$ cat config.mk
export PLATFORM = sky130hd
export DESIGN_NAME = ght_ctrl
export DESIGN_NICKNAME = d
export VERILOG_FILES = /design/src/sv/ght_pkg.sv /design/src/sv/ght_ctrl.sv
export VERILOG_INCLUDE_DIRS = /design/src /design/src/sv
export SDC_FILE = /design/constraint.sdc
export NUM_CORES = 1
export LEC_CHECK = 0
export ABC_CLOCK_PERIOD_IN_PS = 3700
export BUFFER_PORTS_ARGS = -buffer_cell sky130_fd_sc_hd__buf_4
export CORE_AREA = 2 2 39 41
export DETAILED_ROUTE_END_ITERATION = 12
export DIE_AREA = 0 0 41 43
export MAX_ROUTING_LAYER = met4
export SLEW_MARGIN = 20
export SYNTH_ARGS = -nofsm -noshare
export SYNTH_HDL_FRONTEND = slang
export SYNTH_SLANG_ARGS = --single-unit
$ cat constraint.sdc
create_clock -name clk -period 3.7 [get_ports clk]
set_clock_uncertainty 0.05 [all_clocks]
set_input_delay 0.185 -clock clk [delete_from_list [all_inputs] [get_ports clk]]
set_output_delay 0.185 -clock clk [all_outputs]
set_load 0.1 [all_outputs]
$ cat src/sv/generational_handle_table_core_assert.svh
// ----------------------------------------------------------------------------
// Assertion macros for the generational handle table
// Clocked on clk, disabled while arst_n is low; empty when SYNTH is defined.
// ----------------------------------------------------------------------------
`ifndef GENERATIONAL_HANDLE_TABLE_CORE_ASSERT_SVH
`define GENERATIONAL_HANDLE_TABLE_CORE_ASSERT_SVH

`ifndef SYNTH
// same-cycle implication
`define GHT_ASSERT_IMP(lbl, ante, cons, msg) \
	lbl: assert property (@(posedge clk) disable iff (!arst_n) (ante) |-> (cons)) \
		else $error(msg);
// next-cycle implication
`define GHT_ASSERT_NXT(lbl, ante, cons, msg) \
	lbl: assert property (@(posedge clk) disable iff (!arst_n) (ante) |=> (cons)) \
		else $error(msg);
`else
`define GHT_ASSERT_IMP(lbl, ante, cons, msg)
`define GHT_ASSERT_NXT(lbl, ante, cons, msg)
`endif

`endif

$ cat src/sv/ght_pkg.sv
// ----------------------------------------------------------------------------
// ght_pkg
// Word types, operation and status codes, controller/datapath interface.
// ----------------------------------------------------------------------------
`default_nettype none

package ght_pkg;

	localparam logic [2:0] OP_ALLOC     = 3'd0;
	localparam logic [2:0] OP_RELEASE   = 3'd1;
	localparam logic [2:0] OP_TEST      = 3'd2;
	localparam logic [2:0] OP_ATTACH    = 3'd3;
	localparam logic [2:0] OP_DETACH    = 3'd4;
	localparam logic [2:0] OP_READ_LIST = 3'd5;

	localparam logic [1:0] ST_OK      = 2'd0;
	localparam logic [1:0] ST_FULL    = 2'd1;
	localparam logic [1:0] ST_STALE   = 2'd2;
	localparam logic [1:0] ST_NO_FLAG = 2'd3;

	typedef struct packed {
		logic [2:0]  operation;
		logic [9:0]  handle_index;
		logic [31:0] handle_generation;
	} req_t;

	typedef struct packed {
		logic [1:0]  status;
		logic [9:0]  result_index;
		logic [31:0] result_generation;
		logic        flag_value;
		logic [9:0]  live_count;
	} rsp_t;

	typedef struct packed {
		logic capture; // latch the request word
		logic look;    // first memory read
		logic chain;   // dependent slot read for a live-list lookup
		logic exec;    // evaluate, write back, load result
	} dp_cmd_t;

	typedef struct packed {
		logic need_chain;
	} dp_stat_t;

endpackage

`default_nettype wire

$ cat src/sv/ght_ctrl.sv
// ----------------------------------------------------------------------------
// ght_ctrl
// Sequencer for one request at a time; owns both handshakes.
// ----------------------------------------------------------------------------
`default_nettype none

`include "generational_handle_table_core_assert.svh"

module ght_ctrl import ght_pkg::*; (
	input  logic     clk,
	input  logic     arst_n,
	input  logic     req_valid,
	output logic     req_ready,
	output logic     rsp_valid,
	input  logic     rsp_ready,
	input  dp_stat_t stat,
	output dp_cmd_t  cmd
);

	localparam logic [1:0] S_IDLE  = 2'd0;
	localparam logic [1:0] S_LOOK  = 2'd1;
	localparam logic [1:0] S_CHAIN = 2'd2;
	localparam logic [1:0] S_EXEC  = 2'd3;

	logic [1:0] state_q;
	logic [1:0] state_nx;
	logic       rsp_valid_q;
	logic       rsp_free;

	assign rsp_free  = !rsp_valid_q || rsp_ready;
	assign req_ready = (state_q == S_IDLE);
	assign rsp_valid = rsp_valid_q;

	assign cmd.capture = req_valid && req_ready;
	assign cmd.look    = (state_q == S_LOOK);
	assign cmd.chain   = (state_q == S_CHAIN);
	assign cmd.exec    = (state_q == S_EXEC) && rsp_free;

	always_comb begin
		state_nx = state_q;
		unique case (state_q)
			S_IDLE: begin
				if (req_valid) state_nx = S_LOOK;
			end
			S_LOOK: begin
				state_nx = stat.need_chain ? S_CHAIN : S_EXEC;
			end
			S_CHAIN: begin
				state_nx = S_EXEC;
			end
			S_EXEC: begin
				if (rsp_free) state_nx = S_IDLE;
			end
			default: begin
				state_nx = S_IDLE;
			end
		endcase
	end

	always_ff @(posedge clk or negedge arst_n) begin
		if (!arst_n) begin
			state_q     <= S_IDLE;
			rsp_valid_q <= 1'b0;
		end else begin
			state_q <= state_nx;
			if (cmd.exec) begin
				rsp_valid_q <= 1'b1;
			end else if (rsp_ready) begin
				rsp_valid_q <= 1'b0;
			end
		end
	end

	`GHT_ASSERT_NXT(a_exec_waits, state_q == S_EXEC && rsp_valid_q && !rsp_ready, state_q == S_EXEC, "exec left while result word still held")
	`GHT_ASSERT_NXT(a_accept_look, req_valid && req_ready, state_q == S_LOOK, "accepted word did not start a lookup")
	`GHT_ASSERT_IMP(a_cmd_excl, 1'b1, $onehot0({cmd.capture, cmd.look, cmd.chain, cmd.exec}), "datapath commands overlap")

endmodule

`default_nettype wire

==> flow_summary.json, run 1 <==
{
  "finalSetupTns_ps": 0,
  "critPathMaxFanout": 5,
  "cp_data_arrival_time_ps": 1380,
  "io_buffers": 10,
  "cts_tree": "done",
  "yosysSeqAreaShare_pct": 32.43,
  "synthToLayoutAreaGrowth_pct": 56.76,
  "grt_first_pass_wirelength_um": 669,
  "routed_via_density": 3.654,
  "hold_path_depth": 3,
  "cts_buffers": 3,
  "ys.warnings.count": 0,
  "cts.clk_slew.worst_paths_ps": 40,
  "synthCells": 21,
  "core_area_um2": 1384,
  "setup_viol": 0,
  "crit_family": "flip-flops",
  "holdBufCountCts": 1,
  "grt_use_total_pct": 6.282,
  "synth_area_um2": 231.5,
  "end_kind": "primary output",
  "diodes": 0,
  "tightest_slew_ps": 279.4,
  "rsz0062_at_grt": "no",
  "ys_top_cells_by_area": "dfrtp_1 (32%), ha_1 (22%), nand3b_4 (8.6%), nand2b_1 (8.1%), mux2_4 (6.5%)",
  "status": "finished, final reports clean",
  "place.gp.congestion": 0.7235,
  "layout_common_cells": "buf_4 (10), ha_1 (4)",
  "hold_violations": 0,
  "layout.cells.non_filler": 52,
  "crit_type": "reg2out",
  "synth_nets": 30,
  "drv_slew": 0,
  "die-area_um2": 1763,
  "yosysTopAreaCellShare_pct": 32.43,
  "initial_core_util_pct": 16.73,
  "drc": 0,
  "cap_viol_max_count": 0,
  "period_minus_slack_ps": 1614,
  "cts_setup_buffers": 0,
  "clk_latency_ps": 240,
  "wl_per_cell_um": 8.038,
  "hold_path_class": "in2reg",
  "fp.dieH_um": 43,
  "firstDrtPassIters": 2,
  "cts_buffer_depth": 2,
  "synth_seq_cells": 3,
  "fmax_mhz": 619.6,
  "postRouteAntennaNets": 0,
  "nets": 46,
  "startpoint_type": "register",
  "netlist-cell-type-count": 11,
  "syn_area_per_cell_um2": 11.02,
  "slowest_delay_ps": 410,
  "die_x_um": 41,
  "reg2reg_depth": 5,
  "path_cells": "inv_1 -> ha_1 -> and2_1 -> buf_4",
  "cts_resized": 0,
  "antenna_found_initial": 0,
  "cp.buffers_inverters": 2,
  "crit_slowest_cell": "dfrtp_1",
  "htree_levels": 1,
  "pin_count": 11,
  "drt_iter0_drc": 1,
  "relSlewSlack_pct": 81.53,
  "rows": 14,
  "cts-root-buf": "clkbuf_4",
  "synth_top_area_cell": "dfrtp_1",
  "grt_pass1_vias": 190,
  "finalCritPeriodShare_pct": 43.62,
  "cp.depth": 4,
  "dp.cells": 47,
  "final_common_cell": "buf_4",
  "drt_wl_total_um": 418,
  "critical_path_required_ps": 3460,
  "grt.overflow.total": 0,
  "cts.sinks": 3,
  "vias": 190,
  "grt_max_degree": 6,
  "drive_gt1_share_pct": 44.44
}
-- state kept, by name, summed over array words and instances, names as in the netlist --
signal,flops
rsp_valid,1
state_q,2
-- tightest hold or removal path, delay by kind of cell --
| family | cells | cell delay (ps) |
|---|---|---|
| buffers and inverters | 1 | 80 |
| and+or+nand+nor | 2 | 160 |
-- worst paths after layout --
kind / slack (ps) / end / start
max: 2090 / cmd[3] / state_q[0]$_DFFE_PN0P_
min: 190 / rsp_valid$_DFFE_PN0P_ / rsp_ready
max reg2reg: 2260 / state_q[1]$_DFFE_PN0P_ / state_q[0]$_DFFE_PN0P_
min reg2reg: 540 / rsp_valid$_DFFE_PN0P_ / rsp_valid$_DFFE_PN0P_
max in group asynchronous: 3280 / state_q[1]$_DFFE_PN0P_ / arst_n
min in group asynchronous: 220 / state_q[0]$_DFFE_PN0P_ / arst_n
-- cells in the mapped netlist --
master and n:
inv_1 3, and2_1 2, mux2_4 1, dfrtp_1 3
o2bb2a_1 1, nand2b_1 3, o21ai_2 1, a31oi_1 1
ha_1 4, nand3b_4 1, nor2_1 1
-- cell type report --
cell class	instances	area (um^2)
multi-input cells	15	145.1
fillers	157	1021
inverters	3	11.26
repair buffers	11	85.08
well taps	16	20.02
flip-flops and latches	3	75.07
clock buffers	4	26.28
-- per-layer routing --
| layer | wire [um] | share of wire, % | GRT usage (%) |
|---|---|---|---|
| met1 | 177 | 42 | 6.452 |
| met2 | 194 | 46 | 8.125 |
| met3 | 34 | 8.1 | 3.141 |
| met4 | 12 | 2.9 | 6.000 |
| met5 | 0 | 0 | - |
-- cells by family after synthesis --
logic type / share of synthesized area [%]
AO/OA/AOI/OAI: 10.81
flip-flops: 32.43
AND/OR/NAND/NOR: 23.78
adder cells (fa/ha/maj): 21.62
buffers and inverters: 4.865
multiplexers: 6.485
-- metrics by stage --
step           hold WS, ps  utilization, %  setup WS, ps  cell area [um^2]
6_report             187.0           26.22          2086             362.8
3_3_place_gp        -73.69           23.60          2290             326.6
3_5_place_dp        -72.53           23.60          2267             326.6
2_1_floorplan       -160.6               -          1274             231.5
5_1_grt              223.5           26.22          2000             362.8
4_1_cts              189.9           26.22          2076             362.8
Power of run 1 is left out: the tool's default activity adds up to more than one toggle a clock period on the data nets, which glitch-free logic cannot reach.
==> inputs of run 2 (changes only) <==
--- a/config.mk
+++ b/config.mk
@@ -6,7 +6,8 @@
 export SDC_FILE = /design/constraint.sdc
 export NUM_CORES = 1
 export LEC_CHECK = 0
-export ABC_CLOCK_PERIOD_IN_PS = 3700
+export ABC_AREA = 1
+export ABC_CLOCK_PERIOD_IN_PS = 1470
 export BUFFER_PORTS_ARGS = -buffer_cell sky130_fd_sc_hd__buf_4
 export CORE_AREA = 2 2 39 41
 export DETAILED_ROUTE_END_ITERATION = 12
==> constraint.sdc (replaced) <==
create_clock -name clk -period 1.47 [get_ports clk]
set_clock_uncertainty 0.05 [all_clocks]
set_input_delay 0.0735 -clock clk [delete_from_list [all_inputs] [get_ports clk]]
set_output_delay 0.0735 -clock clk [all_outputs]
set_load 0.1 [all_outputs]
==> flow_summary.json, run 2 <==
{
  "status": "finished, final reports clean",
  "fin_ws_ps": 69.84,
  "rr_endpoint": "state_q[0]$_DFFE_PN0P_",
  "vias": 229,
  "drv_slew": 0,
  "core_area_um2": 1384,
  "die-area_um2": 1763,
  "place.gp.congestion": 0.6948,
  "ys_top_cells_by_area": "dfrtp_1 (32%), ha_1 (21%), nand2_1 (14%), inv_1 (11%), nand3_2 (8.6%)",
  "hpwlAfterDp_um": 360.5,
  "routed_via_density": 3.694,
  "clk_latency_ps": 230,
  "cts_buffer_depth": 2,
  "cts-root-buf": "clkbuf_4",
  "yosysMostFrequentCell": "nand2_1",
  "grt.overflow.total": 0,
  "rows": 14,
  "synth_seq_cells": 3,
  "worstHoldStart": "rsp_ready",
  "critPathCapture": "cmd[3]",
  "multi_input_area_um2": 161.4,
  "drt_iter0_drc": 0,
  "layout_common_cells": "buf_4 (9), nand2_1 (8), inv_1 (6)",
  "rsz0062_at_grt": "no",
  "drc": 0,
  "relSlewSlack_pct": 81.43,
  "nets": 56,
  "critical_path_required_ps": 1350,
  "synthCells": 30,
  "cp_data_arrival_time_ps": 1280,
  "wl_per_cell_um": 6.935,
  "grt_use_total_pct": 6.282,
  "synthFlopType": "dfrtp_1",
  "fillers": 155,
  "ys.warnings.count": 0,
  "io_buffers": 10,
  "synth_area_um2": 234.0,
  "diodes": 0,
  "finalCritPeriodShare_pct": 95.25,
  "hold_path_class": "in2reg",
  "cap_viol_max_count": 0,
  "pin_count": 11,
  "crit_start": "state_q[1]$_DFFE_PN0P_",
  "drive_gt1_share_pct": 50.00,
  "syn_area_per_cell_um2": 7.799,
  "reg2reg_depth": 6,
  "period_minus_slack_ps": 1400,
  "antenna_found_initial": 0,
  "hold_violations": 0,
  "yosysSeqAreaShare_pct": 32.09,
  "tightest_slew_ps": 280.9,
  "firstDrtPassIters": 1,
  "seq_area_um2": 76.32,
  "synth_edf_count": 0,
  "end_kind": "primary output",
  "top_register": "state_q",
  "place_worst_setup_slack_ps": 247.1,
  "crit_type": "reg2out",
  "grt_pass1_vias": 222,
  "rr_startpoint": "state_q[1]$_DFFE_PN0P_",
  "cts.sinks": 3,
  "cts.clk_slew.worst_paths_ps": 30,
  "synthArstFlopShare_pct": 100.0,
  "fp.dieH_um": 43,
  "grt_first_pass_wirelength_um": 696,
  "initial_core_util_pct": 16.91,
  "synth_common_cells": "nand2_1 (9), inv_1 (7), ha_1 (4)",
  "critPathMaxFanout": 4,
  "postRouteAntennaNets": 0,
  "startpoint_type": "register",
  "synth_top_area_cell": "dfrtp_1",
  "htree_levels": 1,
  "grt_max_degree": 6,
  "cts_buffers": 3,
  "r2r_slack_ps": 350,
  "synth_nets": 39,
  "drt_wl_total_um": 430,
  "final_common_cell": "buf_4",
  "synthToLayoutAreaGrowth_pct": 78.61,
  "netlist-cell-type-count": 9,
  "largest_reg_flops": 2,
  "yosysTopAreaCellShare_pct": 32.09,
  "fmax_mhz": 714.2,
  "die_x_um": 41,
  "setup_viol": 0,
  "cts_tree": "done"
}
run 2: logic make-up after synthesis:
| family | Yosys count | synth area share [%] |
|---|---|---|
| AOI/OAI and AO/OA | 2 | 5.347 |
| and+or+nand+nor | 14 | 29.95 |
| buffers and inverters | 7 | 11.23 |
| DFF | 3 | 32.08 |
| adders and majority gates | 4 | 21.39 |
run 2: critical path, stage by stage (launching register included):
cell        delay [ps]
dfrtp_1            400
inv_1              150
ha_4               180
nand2_2             60
clkinvlp_4          60
buf_6              210
run 2: worst min-delay path by stage:
stage | cells after the start | to | slack (ps)
4_1_cts | 4 | rsp_valid$_DFFE_PN0P_ | 90
6_report | 4 | rsp_valid$_DFFE_PN0P_ | 90
3_3_place_gp | 1 | state_q[0]$_DFFE_PN0P_ | -190
2_1_floorplan | 0 | rsp_valid$_DFFE_PN0P_ | -270
5_1_grt | 2 | state_q[1]$_DFFE_PN0P_ | 130
3_5_place_dp | 1 | state_q[0]$_DFFE_PN0P_ | -180
run 2: timing repair:
action                                  in CTS  in global routing
hold endpoints to repair                     3                  0
setup buffers                                0                  1
endpoints found under the setup margin       1                  1
gates resized for setup                      1                  2
pin swaps                                    0                  0
hold buffers                                 1                  0
run 2: through the flow:
stage	cells	util, %	setup TNS [ps]	instance area, um^2	hold slack [ps]
after CTS	61	29.11	0	402.9	92.18
after detailed placement	56	26.22	0	362.8	-184.2
after global routing	62	30.20	0	417.9	132.9
after global placement	56	26.22	0	362.8	-185.5
after floorplan	30	-	-3.256	267.8	-272.1
final	62	30.20	0	417.9	93.94
run 2: layout make-up:
type | instances | area share (%)
clock buffer | 4 | 6.287
inverter | 7 | 7.186
multi-input combinational | 20 | 38.62
sequential | 3 | 18.26
tap | 16 | 4.790
timing repair buffer | 12 | 24.85
run 2: per-layer routing:
layer	share of wire, %	up-vias	GRT usage, %
met5	0	-	-
met4	0	0	6.000
met3	5.6	0	1.571
met2	60	3	10.63
met1	34	104	4.839
li1	-	122	-
Power of run 2 is left out for the same reason.
==> inputs of run 3 (changes only) <==
--- a/config.mk
+++ b/config.mk
@@ -7,8 +7,7 @@
 export NUM_CORES = 1
 export LEC_CHECK = 0
 export ABC_AREA = 1
-export ABC_CLOCK_PERIOD_IN_PS = 1470
-export BUFFER_PORTS_ARGS = -buffer_cell sky130_fd_sc_hd__buf_4
+export BUFFER_PORTS_ARGS = -buffer_cell sky130_fd_sc_hd__buf_2
 export CORE_AREA = 2 2 39 41
 export DETAILED_ROUTE_END_ITERATION = 12
 export DIE_AREA = 0 0 41 43
==> flow_summary.json, run 3 (synthesized netlist as in run 2, its figures left out) <==
{
  "status": "finished, final reports clean",
  "cts_tree": "done",
  "rr_endpoint": "state_q[0]$_DFFE_PN0P_",
  "top_register": "state_q",
  "setup_viol": 0,
  "synthToLayoutAreaGrowth_pct": 99.47,
  "pin_count": 11,
  "fp.dieH_um": 43,
  "drt_wl_total_um": 509,
  "cts_buffer_depth": 2,
  "final_common_cell": "nand2_1",
  "drive_gt1_share_pct": 55.32,
  "vias": 227,
  "firstDrtPassIters": 2,
  "end_kind": "primary output",
  "antenna_found_initial": 0,
  "grt_pass1_vias": 217,
  "grt.overflow.total": 0,
  "r2r_slack_ps": 320,
  "postRouteAntennaNets": 0,
  "rows": 14,
  "cts.sinks": 3,
  "period_minus_slack_ps": 1362,
  "nets": 57,
  "reg2reg_depth": 6,
  "hpwlAfterDp_um": 380.8,
  "cap_viol_max_count": 0,
  "cts_buffers": 3,
  "hold_path_class": "in2reg",
  "grt_use_total_pct": 8.342,
  "routed_via_density": 3.603,
  "startpoint_type": "register",
  "cts-root-buf": "clkbuf_4",
  "drt_iter0_drc": 2,
  "finalCritPeriodShare_pct": 92.68,
  "io_buffers": 10,
  "grt_first_pass_wirelength_um": 910,
  "die-area_um2": 1763,
  "layout_common_cells": "nand2_1 (8), inv_1 (5), buf_2 (5), buf_12 (5), clkbuf_4 (3)",
  "crit_type": "reg2out",
  "crit_start": "state_q[0]$_DFFE_PN0P_",
  "relSlewSlack_pct": 68.00,
  "htree_levels": 1,
  "critical_path_required_ps": 1350,
  "rsz0062_at_grt": "no",
  "critPathMaxFanout": 4,
  "wl_per_cell_um": 8.079,
  "drv_slew": 0,
  "cts.clk_slew.worst_paths_ps": 40,
  "die_x_um": 41,
  "hold_violations": 0,
  "largest_reg_flops": 2,
  "initial_core_util_pct": 16.91,
  "place.gp.congestion": 0.7204,
  "grt_max_degree": 6,
  "clk_latency_ps": 230,
  "fin_ws_ps": 107.7,
  "diodes": 0,
  "cp_data_arrival_time_ps": 1240,
  "core_area_um2": 1384,
  "tightest_slew_ps": 483.4,
  "rr_startpoint": "state_q[0]$_DFFE_PN0P_",
  "fillers": 144,
  "fmax_mhz": 734.0,
  "place_worst_setup_slack_ps": 287.3,
  "critPathCapture": "cmd[3]",
  "drc": 0
}
run 3: per-layer routing:
metal	part of all wire (%)	wire (um)	GRT usage (%)	vias up
li1	-	-	-	126
met1	35	179	7.742	98
met2	60	303	12.19	3
met3	5.3	27	4.712	0
met4	0	0	6.000	0
met5	0	0	-	-
run 3: timing repair:
action | in CTS | in global routing
hold buffers | 1 | 0
setup endpoints to repair | 0 | 2
setup buffers | 0 | 2
resized for setup | 0 | 2
hold endpoints to repair | 3 | 0
run 3: how the worst min path moves through the flow:
stage | from | end | cells after the start
after detailed placement | arst_n | state_q[0]$_DFFE_PN0P_ | 1
final | rsp_ready | rsp_valid$_DFFE_PN0P_ | 4
after global routing | arst_n | state_q[1]$_DFFE_PN0P_ | 2
after floorplan | arst_n | rsp_valid$_DFFE_PN0P_ | 0
after global placement | arst_n | state_q[0]$_DFFE_PN0P_ | 1
after CTS | rsp_ready | rsp_valid$_DFFE_PN0P_ | 4
run 3: final cells by class:
class	count	area, um^2	area share, %
Sequential cell	3	76.32	16.35
Inverter	7	30.03	6.434
Multi-Input combinational cell	20	163.9	35.12
Clock buffer	4	26.28	5.630
Tap cell	16	20.02	4.290
Timing Repair Buffer	13	150.1	32.17
run 3: critical path, stage by stage, from the launching register on:
cell and delay (ps):
dfrtp_1 400, inv_1 120, ha_4 180, nand2_2 60, clkinvlp_4 80, buf_12 160
run 3: metrics by stage:
stage	hold WS, ps	setup TNS (ps)	std cells	utilization, %	instance area [um^2]
finish	96.05	0	63	33.73	466.7
global route	137.2	0	63	33.73	466.7
CTS	88.29	0	61	32.46	449.2
detailed placement	-177.5	0	56	29.84	412.9
global placement	-178.4	0	56	29.84	412.9
floorplan	-272.1	-3.256	30	-	267.8
Power of run 3 is left out for the same reason.
